$ cat config.mk
export PLATFORM = sky130hd
export DESIGN_NAME = i2c_master_byte_engine
export DESIGN_NICKNAME = d
export VERILOG_FILES = /design/src/rtl/i2cm_pkg.sv /design/src/rtl/i2cm_front.sv /design/src/rtl/i2cm_fifo.sv /design/src/rtl/i2cm_back.sv /design/src/rtl/i2c_master_byte_engine.sv
export SDC_FILE = /design/constraint.sdc
export NUM_CORES = 1
export LEC_CHECK = 0
export BUFFER_PORTS_ARGS = -buffer_cell sky130_fd_sc_hd__buf_2
export CORE_MARGIN = 2
export CORE_UTILIZATION = 51
export CTS_CLUSTER_SIZE = 40
export DETAILED_ROUTE_END_ITERATION = 10
export GPL_TIMING_DRIVEN = 0
export PLACE_DENSITY = 0.7
export SLEW_MARGIN = 20
export SYNTH_ARGS = -nofsm -noshare
export SYNTH_HDL_FRONTEND = slang
export SYNTH_SLANG_ARGS = --single-unit
export TNS_END_PERCENT = 100
$ cat constraint.sdc
create_clock -name clk -period 4.1 [get_ports clk]
set_clock_uncertainty 0.1 [all_clocks]
set_input_delay 0.615 -clock clk [delete_from_list [all_inputs] [get_ports clk]]
set_output_delay 0.615 -clock clk [all_outputs]
set_load 0.03 [all_outputs]
$ cat src/rtl/i2cm_pkg.sv
`timescale 1ns / 1ps

package i2cm_pkg;

	localparam int QUARTER_COUNT_BITS = 16;
	localparam int CFG_BITS = 16;
	localparam logic [CFG_BITS-1:0] QUARTER_RESET = 16'd250;

	localparam logic [2:0] FULL_Q = 3'd4;
	localparam logic [2:0] HALF_Q = 3'd2;
	localparam logic [2:0] ONE_Q = 3'd1;
	localparam logic [3:0] BYTE_BITS = 4'd8;

	typedef enum logic [1:0] {
		CMD_START = 2'd0,
		CMD_STOP  = 2'd1,
		CMD_WRITE = 2'd2,
		CMD_READ  = 2'd3
	} cmd_t;

	typedef enum logic [3:0] {
		PH_IDLE,
		PH_S_SDA, PH_S_SCL, PH_S_END,
		PH_P_SCL, PH_P_SDA, PH_P_END,
		PH_W_RISE, PH_W_FALL, PH_W_ARISE, PH_W_AEND,
		PH_R_RISE, PH_R_SAMP, PH_R_FALL, PH_R_NRISE, PH_R_NEND
	} phase_t;

	typedef struct packed {
		logic has_cmd;
		cmd_t cmd;
		logic [7:0] wbyte;
		logic sda;
	} tick_t;

	typedef struct packed {
		logic scl;
		logic sda;
		logic drive;
		logic busy;
		logic done;
		logic [7:0] rbyte;
		logic ack;
	} res_t;

endpackage

$ cat src/rtl/i2cm_front.sv
`timescale 1ns / 1ps

module i2cm_front import i2cm_pkg::*; (
	input  logic       cmd_valid,
	input  logic [1:0] opcode,
	input  logic [7:0] write_byte,
	input  logic       sda_in,
	output tick_t      tick
);

	always_comb begin
		tick.has_cmd = cmd_valid;
		unique case (opcode)
			2'd0:    tick.cmd = CMD_START;
			2'd1:    tick.cmd = CMD_STOP;
			2'd2:    tick.cmd = CMD_WRITE;
			default: tick.cmd = CMD_READ;
		endcase
		tick.wbyte = write_byte;
		tick.sda = sda_in;
	end

endmodule

$ cat src/rtl/i2cm_fifo.sv
`timescale 1ns / 1ps

module i2cm_fifo import i2cm_pkg::*; (
	input  logic  clk,
	input  logic  arst_n,
	input  logic  wr_valid,
	output logic  wr_ready,
	input  tick_t wr_data,
	output logic  rd_valid,
	input  logic  rd_ready,
	output tick_t rd_data
);

	tick_t      mem_q [2];
	logic       wr_ptr_q;
	logic       rd_ptr_q;
	logic [1:0] count_q;
	logic       push;
	logic       pop;

	assign wr_ready = (count_q != 2'd2);
	assign rd_valid = (count_q != 2'd0);
	assign rd_data = mem_q[rd_ptr_q];
	assign push = wr_valid && wr_ready;
	assign pop = rd_valid && rd_ready;

	always_ff @(posedge clk or negedge arst_n) begin
		if (!arst_n) begin
			wr_ptr_q <= 1'b0;
			rd_ptr_q <= 1'b0;
			count_q <= 2'd0;
		end else begin
			if (push) wr_ptr_q <= ~wr_ptr_q;
			if (pop) rd_ptr_q <= ~rd_ptr_q;
			if (push && !pop) count_q <= count_q + 2'd1;
			else if (pop && !push) count_q <= count_q - 2'd1;
		end
	end

	always_ff @(posedge clk) begin
		if (push) mem_q[wr_ptr_q] <= wr_data;
	end

endmodule

$ cat src/rtl/i2cm_back.sv
`timescale 1ns / 1ps

module i2cm_back import i2cm_pkg::*; (
	input  logic                clk,
	input  logic                arst_n,
	input  logic                cfg_we,
	input  logic [CFG_BITS-1:0] cfg_wdata,
	input  logic                tick_valid,
	output logic                tick_ready,
	input  tick_t               tick,
	output logic                res_valid,
	input  logic                res_ready,
	output res_t                res
);

	localparam int QB = QUARTER_COUNT_BITS;

	logic [CFG_BITS-1:0] quarter_q;
	phase_t              phase_q, phase_n;
	logic [3:0]          bit_q, bit_n;
	logic [QB-1:0]       tick_q, tick_n;
	logic [2:0]          left_q, left_n;
	logic [7:0]          shift_q, shift_n;
	logic [7:0]          rx_q, rx_n;
	logic                scl_q, scl_n;
	logic                sda_q, sda_n;
	logic                drive_q, drive_n;
	logic                ack_q, ack_n;
	logic                done_n;
	logic                ov_q;
	res_t                res_q, res_n;
	logic [QB-1:0]       qmask;
	logic [QB-1:0]       qlen;
	logic [QB:0]         tick_inc;
	logic                fire;

	assign tick_ready = !ov_q || res_ready;
	assign fire = tick_valid && tick_ready;
	assign qmask = QB'(quarter_q);
	assign qlen = (qmask == '0) ? QB'(1) : qmask;
	assign tick_inc = {1'b0, tick_q} + (QB+1)'(1);

	always_comb begin
		phase_n = phase_q;
		bit_n = bit_q;
		tick_n = tick_q;
		left_n = left_q;
		shift_n = shift_q;
		rx_n = rx_q;
		scl_n = scl_q;
		sda_n = sda_q;
		drive_n = drive_q;
		ack_n = ack_q;
		done_n = 1'b0;
		if (phase_q == PH_IDLE) begin
			if (tick.has_cmd) begin
				tick_n = '0;
				unique case (tick.cmd)
					CMD_START: begin
						sda_n = 1'b1; scl_n = 1'b1; drive_n = 1'b1;
						left_n = FULL_Q; phase_n = PH_S_SDA;
					end
					CMD_STOP: begin
						drive_n = 1'b1; sda_n = 1'b0; scl_n = 1'b0;
						left_n = FULL_Q; phase_n = PH_P_SCL;
					end
					CMD_WRITE: begin
						scl_n = 1'b0; drive_n = 1'b1;
						shift_n = tick.wbyte; bit_n = 4'd7;
						sda_n = tick.wbyte[7];
						left_n = HALF_Q; phase_n = PH_W_RISE;
					end
					default: begin
						drive_n = 1'b0; scl_n = 1'b0;
						shift_n = '0; bit_n = '0;
						left_n = HALF_Q; phase_n = PH_R_RISE;
					end
				endcase
			end
		end else begin
			tick_n = tick_inc[QB-1:0];
			if (tick_inc >= {1'b0, qlen}) begin
				tick_n = '0;
				if (left_q != 3'd0) left_n = left_q - 3'd1;
				if (left_n == 3'd0) begin
					unique case (phase_q)
						PH_S_SDA: begin
							sda_n = 1'b0; left_n = FULL_Q; phase_n = PH_S_SCL;
						end
						PH_S_SCL: begin
							scl_n = 1'b0; left_n = FULL_Q; phase_n = PH_S_END;
						end
						PH_P_SCL: begin
							scl_n = 1'b1; left_n = FULL_Q; phase_n = PH_P_SDA;
						end
						PH_P_SDA: begin
							sda_n = 1'b1; left_n = FULL_Q; phase_n = PH_P_END;
						end
						PH_W_RISE: begin
							scl_n = 1'b1; left_n = HALF_Q; phase_n = PH_W_FALL;
						end
						PH_W_FALL: begin
							scl_n = 1'b0;
							left_n = HALF_Q;
							if (bit_q != 4'd0) begin
								bit_n = {1'b0, bit_q[2:0] - 3'd1};
								sda_n = shift_q[bit_n[2:0]];
								phase_n = PH_W_RISE;
							end else begin
								drive_n = 1'b0;
								phase_n = PH_W_ARISE;
							end
						end
						PH_W_ARISE: begin
							scl_n = 1'b1; sda_n = tick.sda;
							left_n = HALF_Q; phase_n = PH_W_AEND;
						end
						PH_W_AEND: begin
							drive_n = 1'b1; scl_n = 1'b0;
							ack_n = ~sda_q;
							phase_n = PH_IDLE; done_n = 1'b1;
						end
						PH_R_RISE: begin
							scl_n = 1'b1; left_n = ONE_Q; phase_n = PH_R_SAMP;
						end
						PH_R_SAMP: begin
							shift_n = {shift_q[6:0], tick.sda};
							bit_n = bit_q + 4'd1;
							left_n = ONE_Q; phase_n = PH_R_FALL;
						end
						PH_R_FALL: begin
							scl_n = 1'b0;
							left_n = HALF_Q;
							if (bit_q < BYTE_BITS) begin
								phase_n = PH_R_RISE;
							end else begin
								drive_n = 1'b1; sda_n = 1'b1;
								phase_n = PH_R_NRISE;
							end
						end
						PH_R_NRISE: begin
							scl_n = 1'b1; left_n = HALF_Q; phase_n = PH_R_NEND;
						end
						PH_R_NEND: begin
							scl_n = 1'b0; rx_n = shift_q;
							phase_n = PH_IDLE; done_n = 1'b1;
						end
						default: begin
							phase_n = PH_IDLE; done_n = 1'b1;
						end
					endcase
				end
			end
		end
	end

	always_comb begin
		res_n.scl = scl_n;
		res_n.sda = drive_n ? sda_n : 1'b1;
		res_n.drive = drive_n;
		res_n.busy = (phase_n != PH_IDLE);
		res_n.done = done_n;
		res_n.rbyte = rx_n;
		res_n.ack = ack_n;
	end

	always_ff @(posedge clk or negedge arst_n) begin
		if (!arst_n) begin
			quarter_q <= QUARTER_RESET;
			phase_q <= PH_IDLE;
			bit_q <= '0;
			tick_q <= '0;
			left_q <= '0;
			shift_q <= '0;
			rx_q <= '0;
			scl_q <= 1'b1;
			sda_q <= 1'b1;
			drive_q <= 1'b1;
			ack_q <= 1'b0;
			ov_q <= 1'b0;
		end else begin
			if (cfg_we) quarter_q <= cfg_wdata;
			if (fire) begin
				phase_q <= phase_n;
				bit_q <= bit_n;
				tick_q <= tick_n;
				left_q <= left_n;
				shift_q <= shift_n;
				rx_q <= rx_n;
				scl_q <= scl_n;
				sda_q <= sda_n;
				drive_q <= drive_n;
				ack_q <= ack_n;
				ov_q <= 1'b1;
			end else if (res_ready) begin
				ov_q <= 1'b0;
			end
		end
	end

	always_ff @(posedge clk) begin
		if (fire) res_q <= res_n;
	end

	assign res_valid = ov_q;
	assign res = res_q;

endmodule

$ cat src/rtl/i2c_master_byte_engine.sv
`timescale 1ns / 1ps
// I2C master byte engine, stepped by one input item per clock tick of the bus timebase.
// Input channel (in_valid/in_ready): each item carries cmd_valid, opcode (start, stop,
// write byte, read byte), write_byte and the sampled sda_in level. A command offered
// while a previous one is still running is ignored.
// Output channel (out_valid/out_ready): exactly one result item per input item, giving
// scl_out, sda_out, sda_drive, busy_res, done_res, read_byte and ack_seen after that tick.
// The cfg_we/cfg_wdata port sets the quarter SCL period in ticks; write it only while idle.
// An accepted item passes through the two-entry input queue and then the engine,
// whose registered result feeds the output.
// Throughput is one item per cycle while out_ready is high or the output is empty.
// When the receiver stalls, the result holds, the engine stops and the queue fills;
// in_ready drops once both queue entries are taken.
// Reset empties the queue, drops out_valid, returns the engine to idle with SCL and SDA
// driven high, and loads a quarter period of 250 ticks.

module i2c_master_byte_engine import i2cm_pkg::*; (
	input  logic                clk,
	input  logic                arst_n,
	input  logic                cfg_we,
	input  logic [CFG_BITS-1:0] cfg_wdata,
	input  logic                in_valid,
	output logic                in_ready,
	input  logic                cmd_valid,
	input  logic [1:0]          opcode,
	input  logic [7:0]          write_byte,
	input  logic                sda_in,
	output logic                out_valid,
	input  logic                out_ready,
	output logic                scl_out,
	output logic                sda_out,
	output logic                sda_drive,
	output logic                busy_res,
	output logic                done_res,
	output logic [7:0]          read_byte,
	output logic                ack_seen
);

	tick_t in_tick;
	tick_t q_tick;
	logic  q_valid;
	logic  q_ready;
	res_t  res;

	i2cm_front u_front (
		.cmd_valid  (cmd_valid),
		.opcode     (opcode),
		.write_byte (write_byte),
		.sda_in     (sda_in),
		.tick       (in_tick)
	);

	i2cm_fifo u_fifo (
		.clk      (clk),
		.arst_n   (arst_n),
		.wr_valid (in_valid),
		.wr_ready (in_ready),
		.wr_data  (in_tick),
		.rd_valid (q_valid),
		.rd_ready (q_ready),
		.rd_data  (q_tick)
	);

	i2cm_back u_back (
		.clk        (clk),
		.arst_n     (arst_n),
		.cfg_we     (cfg_we),
		.cfg_wdata  (cfg_wdata),
		.tick_valid (q_valid),
		.tick_ready (q_ready),
		.tick       (q_tick),
		.res_valid  (out_valid),
		.res_ready  (out_ready),
		.res        (res)
	);

	assign scl_out = res.scl;
	assign sda_out = res.sda;
	assign sda_drive = res.drive;
	assign busy_res = res.busy;
	assign done_res = res.done;
	assign read_byte = res.rbyte;
	assign ack_seen = res.ack;

endmodule

; After elaboration in Yosys (flattened, before gate mapping)
; Memories as Yosys holds them, arrays and structs flattened.
; Cells that the tools add are included.
; Widths: inputs -> output; s select.
[totals]
regBits = 82
ram_bits = 24
inputBits = 33
mem_count = 1
[mem_list]
columns = memory, depth, word_bits, rd, rd_ports_with_merged_regs, write_ports, line
row1 = u_fifo.mem_q, 2, 12, 1, 0, 1, i2cm_fifo.sv:14  ; tick_t mem_q [2];
[classes]
add_sub_neg = 6
magnitude_cmp = 3
eq_ne = 21
mux = 74
n_bitwise = 5
reduce_logical = 36
[op_table]
columns = op, count
row1 = $mux 8, 9
row2 = $mux 16, 4
row3 = $pmux 4 s11, 1
row4 = $mux 4, 10
row5 = $eq 4x4->1 const B, 8
row6 = $mux 1, 28
row7 = $mux 3, 9
row8 = $add 16x1->17 const B, 1
row9 = $ge 17x16->1, 1
row10 = $logic_not 16->1, 1
row11 = $pmux 4 s2, 2
row12 = $pmux 8 s2, 1
row13 = $reduce_or 5->1, 3
row14 = $eq 4x3->1 const B, 3
row15 = $pmux 4 s3, 1
row16 = $reduce_bool 2->1, 6
row17 = $reduce_or 11->1, 1
row18 = $pmux 3 s3, 1
row19 = $reduce_bool 4->1, 2
row20 = $reduce_and 7->1, 1
row21 = $ne 2x2->1 const B, 3
row22 = $pmux 1 s3, 2
row23 = $pmux 2 s3, 1
row24 = $reduce_and 6->1, 1
row25 = 28 further kinds, 45

; Longest topological paths before layout
; Gate-level depths: netlist (run 1).
[logic_depth]
depth_word = 10
depth_mapped = 16
mapped_depth_nobuf = 14

; Modules after synthesis
; From an unflattened synthesis (run 1), not the netlist that was laid out.
[unflattened]
cells_unflattened = 599
area_unflattened_um2 = 6084.6
[by_module_without_submodules]
columns = module, n_inst, cells_per_inst, area_each_um2, seq_area_each_um2
row1 = i2cm_back, 1, 532, 4923.5, 2033.2
row2 = i2cm_fifo, 1, 55, 1078.5, 820.8
row3 = i2cm_front, 1, 12, 82.6, 0.0

; Least setup slack after synthesis (run 1)
; Ideal clock, no wire load.
[synth_timing]
path_kind = flip-flop to flip-flop
from = register u_back.tick_q[2]
to = register u_back.res_q (netlist bit u_back.res[10]), data pin
setup_time_ns = 0.272
arrival_ns = 3.392
t_required_ns = 3.728
path_slack_ns = 0.336
path_stages_with_launch = 16
n_path_buf = 1
period_less_slack_ns = 3.764
path_cell_list = dfrtp_1 -> nand3_1 -> nor2_1 -> and2_1 -> and4_1 -> clkbuf_1 -> nand3_1 -> xnor2_1 -> ha_1 -> nand4_1 -> nor4_2 -> a21boi_2 -> o21ai_0 -> a21oi_1 -> mux2i_1 -> or4b_1
[synth_rtl]
columns = element, line
row1 = start: declaration, i2cm_back.sv:21  ; logic [QB-1:0] tick_q, tick_n;
row2 = start signal: assignment, i2cm_back.sv:186  ; tick_q <= tick_n;
row3 = end signal: assignment, i2cm_back.sv:202  ; if (fire) res_q <= res_n;
row4 = end: declaration, i2cm_back.sv:31  ; res_t res_q, res_n;

==> key figures, run 1 <==
Finish
  • P&R area growth vs syn: 15.5%
  • Fin area: 0.00689 mm²
  • Post-layout util: 60.3%
  • Share of post-route cells with drive strength above 1: 23.1%
  • Final non-filler cell total: 784
  • Final #Nets: 697
  • Antenna diode count: 0

Logic synthesis
  • Seq/Total Area, Yosys: 47.9%
  • Dominant synthesized flop cell: dfrtp_1
  • Cell count after synthesis: 561
  • Asr flop ratio synth: between 60% and 70%
  • Cell taking the most area after synthesis: dfrtp_1
  • Ranking of synthesized cells by area: dfrtp_1 (25%), edfxtp_1 (19%), ha_1 (5.9%), mux2_2 (4.2%), dfstp_2 (4.0%)
  • Post-synth EDFFs: 38
  • Top cell type's share of synthesized area: around a quarter
  • Syn_nets: approximately 620
  • Mean area per synthesized cell: 10.6 µm²
  • Yosys cell types: 70
  • Flops & latches, synth: 106
  • Yosys warns: 0
  • Syn Std Cell Area: between 0.005 and 0.006 mm²

Routing
  • Post-DR wirelength/cell: 18.0 µm
  • 1st-pass router iterations: 5
  • Vias per cell: 6.02
  • Post-route DRC: 0
  • Iter 0 DRT Violations: ~330
  • Total wire length: about 14000 µm
  • Detailed-route via count: approximately 4700
  • Post-route ant nets: 0

Run status
  • Outcome: complete, no violations

Timing
  • Fraction of the cycle the final worst path needs: 98.3%
  • Minimum clock period: approximately 4.0 ns
  • Worst slew margin: 29.6%
  • Hold_ws: between 0.03 and 0.04 ns
  • Final setup violation count: 0
  • Final hold vios: 0
  • Slew @ Worst Pin: 1.05 ns
  • PnR worst setup slack: 0.0677 ns
  • Max-slew violations: 0
  • Maximum clock frequency: 248 MHz

Global route
  • First-pass GRT wire length: about 23000 µm
  • Pin count of the biggest net entering global routing: 51
  • Vias in the first global route: 4562
  • Initial antenna violation count: 0
  • Overflow after GRT: 0
  • Gr usage total: between 20% and 30%

Pwr
  • Max VDD drop: 0.324 mV
  • Pwr/cell area: 559 mW/mm²
  • Leak: 2.98 nW

Clocking
  • Clk Latency, worst-skew pair: around 0.36 ns
  • CTS Buffer Depth: 2
  • Worst-path clk slew: 0.07 ns
  • CTS Root Cell: clkbuf_16
  • TritonCTS clock tree: done
  • Total clock sinks: 106
  • CTS hold repair buffers: 0
  • CTS H-Tree Depth: 3
  • CTS buffer count: 9

Floorplanning
  • Row cnt: 39
  • Io pins: 49
  • Die Wd: 112 µm
  • Die area: 0.0126 mm²
  • Die Y: 112 µm
  • Core outline area: 0.0114 mm²
  • Starting Density: roughly 52%

Placed design
  • Area after DPL: 0.00640 mm²
  • I/O Buffers: 46
  • DP Worst Slack: -0.528 ns
  • Placed cells: around 750
  • Post-DP HPWL: 9850 µm
  • RePlAce Congestion: 0.930

Worst setup path
  • Critical path fanouts, max: 6
  • Worst Setup End Kind: flop
  • Worst setup path category: flop to flop
  • Worst Setup Start Kind: flop
  • Arrival @ worst endpoint: 4.02 ns
  • CP required: around 4.1 ns

Flow run
  • # Max-Cap Violations: 0

Worst hold path
  • HP Class: input pin to asynchronous set/reset pin
## stage by stage
stage                     power [mW]  TNS, ns
after floorplan                 2.57        0
after global placement          2.94    -2.95
after detailed placement        2.98    -5.71
after CTS                       3.79        0
after global routing            4.06   -0.302
final                           3.85        0
## placed cells by master (no fill, tap or decap), types with 4 or more instances in the layout
cell / n
nor2_1: 32
buf_2: 46
clkbuf_1: 25
a22o_1: 8
mux2_2: 22
a21oi_1: 27
mux2i_1: 16
clkbuf_16: 9
xnor2_1: 12
nor4_1: 6
and3_1: 5
nor2b_1: 4
inv_1: 30
xor2_1: 8
edfxtp_1: 38
a211oi_1: 6
nand2_1: 52
mux2_4: 8
dfstp_2: 9
nand2b_1: 5
a32o_1: 13
buf_4: 20
a31oi_1: 5
a2bb2oi_1: 4
o21ai_0: 43
dfrtp_1: 59
nand3_2: 4
ha_1: 27
nand3_1: 15
a21o_1: 4
nor3_1: 8
## synth_stat cells (3+ instances only)
cell,count
nand3_1,19
xnor2_1,14
o211ai_1,3
a211oi_1,6
nor4_1,6
nor2b_1,4
nand2b_1,5
a2bb2oi_1,4
a22o_1,8
mux2i_1,16
o21ai_0,44
nand2_1,52
and3_1,5
nor3_1,8
nor2_1,34
edfxtp_1,38
xor2_1,8
clkbuf_1,25
mux2_2,22
ha_1,28
a21o_1,4
dfrtp_1,59
inv_1,30
a32o_1,13
o22ai_1,3
mux2_4,8
a21oi_1,28
dfstp_2,9
a31oi_1,5
## where the power goes
group          leakage (nW)  internal [mW]  switching [mW]
Clock                 0.122          0.408           0.385
Combinational          1.66          0.571            1.02
Sequential             1.20           1.34           0.128
Total                  2.98           2.32            1.53
## registers in the layout, indices dropped and copies added, names as in the netlist
name,cells
u_fifo.mem_q,24
u_back.qmask,16
u_back.tick_q,16
u_back.res,14
u_back.rx_q,8
u_back.shift_q,8
u_back.bit_q,4
u_back.phase_q,4
u_back.left_q,3
u_fifo.count_q,2
u_back.ack_q,1
u_back.drive_q,1
u_back.res_valid,1
u_back.scl_q,1
u_back.sda_q,1
u_fifo.rd_ptr_q,1
u_fifo.wr_ptr_q,1
## final timing paths
path,startpoint,to,slack (ns),cells past startpoint
max,u_back.tick_q[0]$_DFFE_PN0P_,u_back.res[10]$_DFFE_PP_,0.07,14
min,arst_n,u_back.bit_q[0]$_DFFE_PN0P_,0.04,1
max reg2reg,u_back.tick_q[0]$_DFFE_PN0P_,u_back.res[10]$_DFFE_PP_,0.07,14
min reg2reg,u_back.res_valid$_DFFE_PN0P_,u_back.res_valid$_DFFE_PN0P_,0.41,2
max in group asynchronous,arst_n,u_back.qmask[7]$_DFFE_PN1P_,3.26,2
min in group clk,write_byte[3],u_fifo.mem_q[0][4]$_DFFE_PP_,0.35,1
## final cells by class
cell class,count,area [µm²]
Timing Repair Buffer,65,395
Fill cell,991,4530
Buffer,28,120
Clock buffer,12,236
Inverter,31,116
Multi-Input combinational cell,395,2960
Tap cell,143,179
Sequential cell,106,2850
Clock inverter,4,20.0
## worst max-delay path, stage by stage, from the launching register on
cell and delay [ns]:
dfrtp_1 0.40, ha_2 0.24, nand3_2 0.15, nor3_4 0.31, nand3_2 0.13, xnor2_2 0.18, ha_1 0.32, nand4_1 0.16
nor4_4 0.35, a21boi_2 0.26, o21a_4 0.19, o21ai_4 0.09, buf_4 0.18, o21a_1 0.18, or4b_1 0.53
## cell families after synthesis
family                     Yosys count  synth area share (%)
AOI/OAI and AO/OA                  143                  16.5
xor gates and xnor gates            22                  3.23
adders and majority gates           28                  5.88
buffers and inverters               60                  3.94
DFF                                106                  47.9
muxes                               48                  9.61
and+or+nand+nor                    154                  13.0
## layer usage
metal	wire length, µm	track usage (%)
met4	356	9.35
met5	0	0
met3	681	3.67
met1	6370	30.9
met2	6690	35.7
## timing repair
action / CTS / global route
buffers inserted: 4 / 14
gates resized for setup: 6 / 20
gates cloned: 0 / 0
pin swaps: 4 / 9
endpoints found under the setup margin: 50 / 50
No activity file was read; power rests on OpenSTA's default activity.
==> run 2: changes to the inputs <==
--- a/config.mk
+++ b/config.mk
@@ -12,6 +12,7 @@
 export DETAILED_ROUTE_END_ITERATION = 10
 export GPL_TIMING_DRIVEN = 0
 export PLACE_DENSITY = 0.7
+export RECOVER_POWER = 50
 export SLEW_MARGIN = 20
 export SYNTH_ARGS = -nofsm -noshare
 export SYNTH_HDL_FRONTEND = slang
==> run 2 against run 1 <==
Net effect:
- utilization is 0.27 points lower
- critical endpoint unchanged
- hold slack improved by 0.29 ns
- fmax grew 0.12%
- largest power group unchanged
- the run now ends with max-capacitance violations, max-slew violations left
- sequential cell count unchanged
==> key figures, run 2 (synthesized netlist as in run 1, its figures left out) <==
Pwr
  • Tot Pwr: 3.84 mW
  • Max VDD drop: ~0.32 mV
  • Leak: 2.95 nW
  • Pwr/cell area: approximately 560 mW/mm²

Clocking
  • CTS Root Cell: clkbuf_16
  • Worst-path clk slew: 0.07 ns
  • CTS hold repair buffers: 0
  • Clk Latency, worst-skew pair: between 0.3 and 0.4 ns
  • CTS Buffer Depth: 2
  • Total clock sinks: between 100 and 150
  • CTS buffer count: 9
  • TritonCTS clock tree: done
  • CTS H-Tree Depth: 3

Finish
  • Share of post-route cells with drive strength above 1: 21.2%
  • Layout fillers: 999
  • Final #Nets: around 700
  • Antenna diode count: 0
  • Commonest cells after routing, fill and taps aside: dfrtp_1 (59), nand2_1 (52), o21ai_0 (43), edfxtp_1 (38)
  • Post-layout util: 60.0%
  • Largest register FFs: 24
  • P&R area growth vs syn: 14.9%
  • Final non-filler cell total: 784
  • Most common cell after layout, fill and taps aside: dfrtp_1
  • Register with the highest flop count: u_fifo.mem_q

Timing
  • Fraction of the cycle the final worst path needs: 98.2%
  • Minimum clock period: 4.03 ns
  • Worst slew margin: -51.8%
  • Final setup violation count: 0
  • Maximum clock frequency: 248 MHz
  • Slew @ Worst Pin: 2.28 ns
  • Hold_ws: around 0.33 ns
  • Max-slew violations: 51
  • Final hold vios: 0

Run status
  • Outcome: finished with violations
  • Failing checks: max-capacitance violations, max-slew violations

Worst setup path
  • Worst Setup End Kind: flop
  • R2r setup slk: ~0.072 ns
  • R2R Path End: u_back.res[10]$_DFFE_PP_
  • Critical path fanouts, max: 6
  • Reg2Reg Depth: 14
  • Worst setup path category: flop to flop
  • Worst Setup Start Kind: flop
  • Arrival @ worst endpoint: 4.01 ns
  • CP required: approximately 4 ns
  • Reg2Reg Launch Point: u_back.tick_q[0]$_DFFE_PN0P_

Routing
  • Post-route ant nets: 0
  • Total wire length: 14100 µm
  • Iter 0 DRT Violations: 272
  • Vias per cell: 6.04
  • Post-route DRC: 0
  • Detailed-route via count: roughly 4700
  • 1st-pass router iterations: 5
  • Post-DR wirelength/cell: 18.0 µm

Floorplanning
  • Starting Density: a little over half
  • Die Y: 112 µm
  • Io pins: 49
  • Die area: 0.0126 mm²
  • Die Wd: about 110 µm
  • Row cnt: 39
  • Core outline area: around 0.011 mm²

Global route
  • Initial antenna violation count: 0
  • Overflow after GRT: 0
  • First-pass GRT wire length: between 20000 and 25000 µm
  • Gr usage total: ~22%
  • Pin count of the biggest net entering global routing: 51
  • Vias in the first global route: about 4600

Flow run
  • # Max-Cap Violations: 1

Placed design
  • RePlAce Congestion: 0.930
  • Post-DP HPWL: 9850 µm
  • I/O Buffers: 46
  • Placed cells: 751

Worst hold path
  • HP Class: input pin to asynchronous set/reset pin
## run 2: cell types whose count changed in the layout (fill, tap and decap cells not counted)
cell and change:
buf_16 -1, buf_2 -10, buf_4 -1, clkbuf_1 +11, dlymetal6s4s_1 +1
## run 2: worst max path at each step
stage                                 start                       end  depth (start not counted)
2_1_floorplan  u_back.tick_q[2]$_DFFE_PN0P_  u_back.res[10]$_DFFE_PP_                         15
3_3_place_gp   u_back.tick_q[0]$_DFFE_PN0P_  u_back.res[10]$_DFFE_PP_                         15
3_5_place_dp   u_back.tick_q[0]$_DFFE_PN0P_  u_back.res[10]$_DFFE_PP_                         15
4_1_cts        u_back.tick_q[2]$_DFFE_PN0P_   u_back.res[4]$_DFFE_PP_                         15
5_1_grt        u_back.tick_q[0]$_DFFE_PN0P_  u_back.res[10]$_DFFE_PP_                         14
6_report       u_back.tick_q[0]$_DFFE_PN0P_  u_back.res[10]$_DFFE_PP_                         14
## run 2: metrics by stage
stage / instance area (µm²) / setup WS, ns / TNS (ns)
2_1_floorplan: 5960 / 0.336 / 0
3_3_place_gp: 6370 / -0.482 / -2.95
6_report: 6850 / 0.0724 / 0
3_5_place_dp: 6400 / -0.528 / -5.71
5_1_grt: 6850 / -0.0374 / -0.302
4_1_cts: 6710 / 0.0165 / 0
## run 2: where the power goes
group,internal (mW),switching [mW],total (mW)
Combinational,0.565,1.02,1.58
Clock,0.408,0.382,0.790
Sequential,1.34,0.127,1.47
## run 2: routing by layer
metal  routed length [µm]  up-vias  part of all wire, %  global-route usage (%)
met5                    0        -                    0                       0
met4                  344        0                  2.4                    9.35
met3                  717       31                  5.1                    3.67
met2                 6700      154                   48                    35.7
met1                 6330     2324                   45                    30.9
li1                     -     2223                    -                       -
## run 2: layout make-up
type / count / area [µm²] / share of cell area, %
inverters: 31 / 116 / 1.70
multi-input cells: 395 / 2960 / 43.2
flip-flops and latches: 106 / 2850 / 41.6
repair buffers: 65 / 364 / 5.31
plain buffers: 28 / 120 / 1.75
well taps: 143 / 179 / 2.61
clock buffers: 12 / 236 / 3.45
clock inverters: 4 / 20.0 / 0.292
## run 2: timing repair
item | CTS | global route
resized for setup | 6 | 20
setup buffers | 4 | 14
pin swaps | 4 | 9
setup endpoints to repair | 50 | 50
## run 2: critical path, cell delays in order (launching register included)
cell and delay, ns:
dfrtp_1 0.39, ha_2 0.23, nand3_2 0.15, nor3_4 0.31, nand3_2 0.13, xnor2_2 0.18, ha_1 0.32, nand4_1 0.16
nor4_4 0.35, a21boi_2 0.26, o21a_4 0.19, o21ai_4 0.09, buf_4 0.18, o21a_1 0.18, or4b_1 0.53
==> run 3: changes to the inputs <==
--- a/config.mk
+++ b/config.mk
@@ -5,16 +5,18 @@
 export SDC_FILE = /design/constraint.sdc
 export NUM_CORES = 1
 export LEC_CHECK = 0
+export ABC_AREA = 1
 export BUFFER_PORTS_ARGS = -buffer_cell sky130_fd_sc_hd__buf_2
 export CORE_MARGIN = 2
 export CORE_UTILIZATION = 51
 export CTS_CLUSTER_SIZE = 40
 export DETAILED_ROUTE_END_ITERATION = 10
 export GPL_TIMING_DRIVEN = 0
-export PLACE_DENSITY = 0.7
+export PLACE_DENSITY = 0.69
 export RECOVER_POWER = 50
 export SLEW_MARGIN = 20
 export SYNTH_ARGS = -nofsm -noshare
 export SYNTH_HDL_FRONTEND = slang
+export SYNTH_HIERARCHICAL = 1
 export SYNTH_SLANG_ARGS = --single-unit
 export TNS_END_PERCENT = 100
==> run 3 against run 2 <==
Net effect:
- the run still ends with max-capacitance violations, max-slew violations left
- clock power grew 5.4%
- sequential cell count did not move
- via count is 11% higher
- die area grew 6.5%
- utilization is 1.9 points lower
- global-route usage up 0.051 points
- sequential power rose by 16%
- routed wire length fell by 1.0%
- critical path type unchanged
- critical endpoint is now u_back/res[10]$_DFFE_PP_
- highest routed layer unchanged
==> key figures, run 3 <==
Run status
  • Outcome: finished with violations
  • Failing checks: max-capacitance violations, max-slew violations

Routing
  • Post-route ant nets: 0
  • Vias per cell: about 5.2
  • Post-DR wirelength/cell: 13.7 µm
  • Total wire length: 14000 µm
  • Post-route DRC: 0
  • Detailed-route via count: 5254
  • Iter 0 DRT Violations: between 300 and 400
  • 1st-pass router iterations: 5

Clocking
  • CTS hold repair buffers: 0
  • CTS Buffer Depth: 2
  • CTS H-Tree Depth: 3
  • CTS Root Cell: clkbuf_16
  • CTS buffer count: 9
  • TritonCTS clock tree: done
  • Total clock sinks: around 110
  • Worst-path clk slew: around 0.070 ns
  • Post-cts sizing count: 0
  • Clk Latency, worst-skew pair: approximately 0.34 ns
  • Post-CTS repair timing setup buffer count: 0

Logic synthesis
  • Seq/Total Area, Yosys: 44.8%
  • Asr flop ratio synth: 64.2%
  • Syn Std Cell Area: 0.00636 mm²
  • Cell count after synthesis: 794
  • Yosys warns: 6
  • Ranking of synthesized cells by area: dfrtp_1 (23%), edfxtp_1 (18%), nand2_1 (13%), inv_1 (6.5%), o21ai_0 (6.0%)
  • Post-synth EDFFs: 38
  • Synth cell count leaders: nand2_1 (221), inv_1 (110), o21ai_0 (76), dfrtp_1 (59), nor2_1 (40)
  • Flops & latches, synth: 106
  • Most frequent cell after synthesis: nand2_1
  • Mean area per synthesized cell: ~8.0 µm²
  • Dominant synthesized flop cell: dfrtp_1
  • Yosys cell types: between 40 and 50
  • XOR/XNOR share of the synthesized area: 2.46%
  • Syn_nets: 856
  • Combinational family with the most area after synthesis: simple AND/OR/NAND/NOR gates
  • Cell taking the most area after synthesis: dfrtp_1
  • Compound-Gate Fraction of Synth Area: 12.1%
  • Top cell type's share of synthesized area: between 20% and 30%
  • Adder-Cell Fraction of Synth Area: 5.70%
  • Multiplexer area fraction after synthesis: 0%
  • Simple-gate portion of the synthesized area: 24.9%

Finish
  • Post-layout util: 58.1%
  • Final #Nets: 904
  • Largest register FFs: 24
  • Commonest cells after routing, fill and taps aside: nand2_1 (223), inv_1 (111), o21ai_0 (76), dfrtp_1 (59), nor2_1 (40)
  • P&R area growth vs syn: 10.6%
  • Fin area: 0.00704 mm²
  • Antenna diode count: 0
  • Most common cell after layout, fill and taps aside: nand2_1
  • Register with the highest flop count: u_fifo/mem_q
  • Share of post-route cells with drive strength above 1: 12.5%

Pwr
  • Pwr/cell area: 712 mW/mm²
  • Leak: 3.41 nW
  • Max VDD drop: 0.440 mV
  • Tot Pwr: between 5 and 6 mW

Global route
  • Initial antenna violation count: 0
  • Vias in the first global route: approximately 5000
  • Overflow after GRT: 0
  • First-pass GRT wire length: about 24000 µm
  • Pin count of the biggest net entering global routing: 40
  • Gr usage total: 22.5%

Floorplanning
  • Die Wd: around 120 µm
  • Core outline area: 0.0121 mm²
  • Die area: 0.0134 mm²
  • Io pins: 49
  • Die Y: 116 µm
  • Starting Density: 52.5%
  • Row cnt: 40

Placed design
  • Area after DPL: 0.00678 mm²
  • I/O Buffers: 36
  • RePlAce Congestion: 0.965
  • DP Worst Slack: 0.456 ns
  • Post-DP HPWL: 10800 µm

Worst setup path
  • CP bufs+invs: 2
  • Reg2Reg Depth: 20
  • Arrival @ worst endpoint: 3.67 ns
  • Reg2Reg Launch Point: u_back/tick_q[0]$_DFFE_PN0P_
  • Slowest CP cell: dfrtp_1
  • Critical Path, Cell by Cell: ha_1 -> nand3_2 -> nor2_4 -> nand2_1 -> nor3_1 -> xor2_1 -> inv_1 -> ha_1 -> nand2_1 -> o21bai_1 -> nand2_1 -> nand4_1 -> nand2_2 -> nor2_8 -> nand3_4 -> buf_6 -> nand2_1 -> nand3_1 -> nor2_1 -> nand2_1
  • Crit-path leading delay family: simple AND/OR/NAND/NOR gates
  • Crit-path max cell delay: 0.42 ns
  • Worst Setup Start Kind: flop
  • Most common cell on crit path: nand2_1
  • Worst Setup End Kind: flop
  • Worst setup path category: flop to flop
  • CP required: 4.09 ns
  • R2R Path End: u_back/res[10]$_DFFE_PP_
  • R2r setup slk: 0.42 ns
  • Critical path fanouts, max: 10

Timing
  • Minimum clock period: roughly 3.7 ns
  • Setup tns final: 0 ns
  • PnR worst setup slack: 0.422 ns
  • Final setup violation count: 0
  • Final hold vios: 0
  • Max-slew violations: 40
  • Slew @ Worst Pin: 2.05 ns
  • Fraction of the cycle the final worst path needs: between 80% and 90%
  • Worst slew margin: -36.8%
  • Maximum clock frequency: 272 MHz
  • RSZ-0062 raised after global routing: false

Worst hold path
  • Min-delay src: opcode[1]
  • HP Class: input pin to flop
  • Hold Path End: u_fifo/mem_q[0][10]$_DFFE_PP_
  • Hold path depth: 1

Flow run
  • # Max-Cap Violations: 1
## run 3: cell count changes in the layout (fill, tap and decap cells not counted), sizes merged, moves of 15 or more
| cell | change |
|---|---|
| buf | -15 |
| inv | +87 |
| mux2 | -30 |
| mux2i | -16 |
| nand2 | +178 |
| nand3 | +19 |
| nand4 | +21 |
| o21ai | +62 |
## run 3: cell type report
cell class / count / area (µm²)
Sequential cell: 106 / 2850
Buffer: 33 / 196
Multi-Input combinational cell: 538 / 2860
Fill cell: 1144 / 5070
Tap cell: 168 / 210
Clock inverter: 5 / 55.1
Inverter: 117 / 439
Timing Repair Buffer: 37 / 188
Clock buffer: 11 / 233
## run 3: cells by family after synthesis
| group | count (synthesis) |
|---|---|
| adders and majority gates | 29 |
| and+or+nand+nor | 352 |
| xor gates and xnor gates | 17 |
| buffers and inverters | 150 |
| DFF | 106 |
| AOI/OAI and AO/OA | 140 |
## run 3: how the worst max path moves through the flow
stage / start / to / cells after the start
floorplan: u_back/tick_q[0]$_DFFE_PN0P_ / u_back/res[10]$_DFFE_PP_ / 20
global placement: u_back/tick_q[0]$_DFFE_PN0P_ / u_back/res[9]$_SDFFCE_PP0P_ / 16
detailed placement: u_back/tick_q[0]$_DFFE_PN0P_ / u_back/res[10]$_DFFE_PP_ / 20
CTS: u_back/tick_q[0]$_DFFE_PN0P_ / u_back/res[10]$_DFFE_PP_ / 20
global route: u_back/tick_q[0]$_DFFE_PN0P_ / u_back/res[10]$_DFFE_PP_ / 20
finish: u_back/tick_q[0]$_DFFE_PN0P_ / u_back/res[10]$_DFFE_PP_ / 20
## run 3: metal layers
metal	track usage, %	part of all wire, %	vias to the layer above	wire length, µm
met3	3.61	4.0	11	555
met2	34.9	44	130	6170
li1	-	-	2680	-
met4	6.43	0.99	0	138
met5	0	0	-	0
met1	33.0	51	2433	7090
## run 3: through the flow
step | instances | hold slack [ns]
after floorplan | 794 | 0.219
after global placement | 998 | 0.386
after detailed placement | 999 | 0.401
after CTS | 1015 | 0.159
after global routing | 1015 | 0.353
final | 1015 | 0.370
## run 3: power by group
group / internal (mW) / switching [mW] / leakage [nW]
clock network: 0.472 / 0.361 / 0.137
logic: 0.768 / 1.71 / 2.08
registers: 1.49 / 0.204 / 1.19
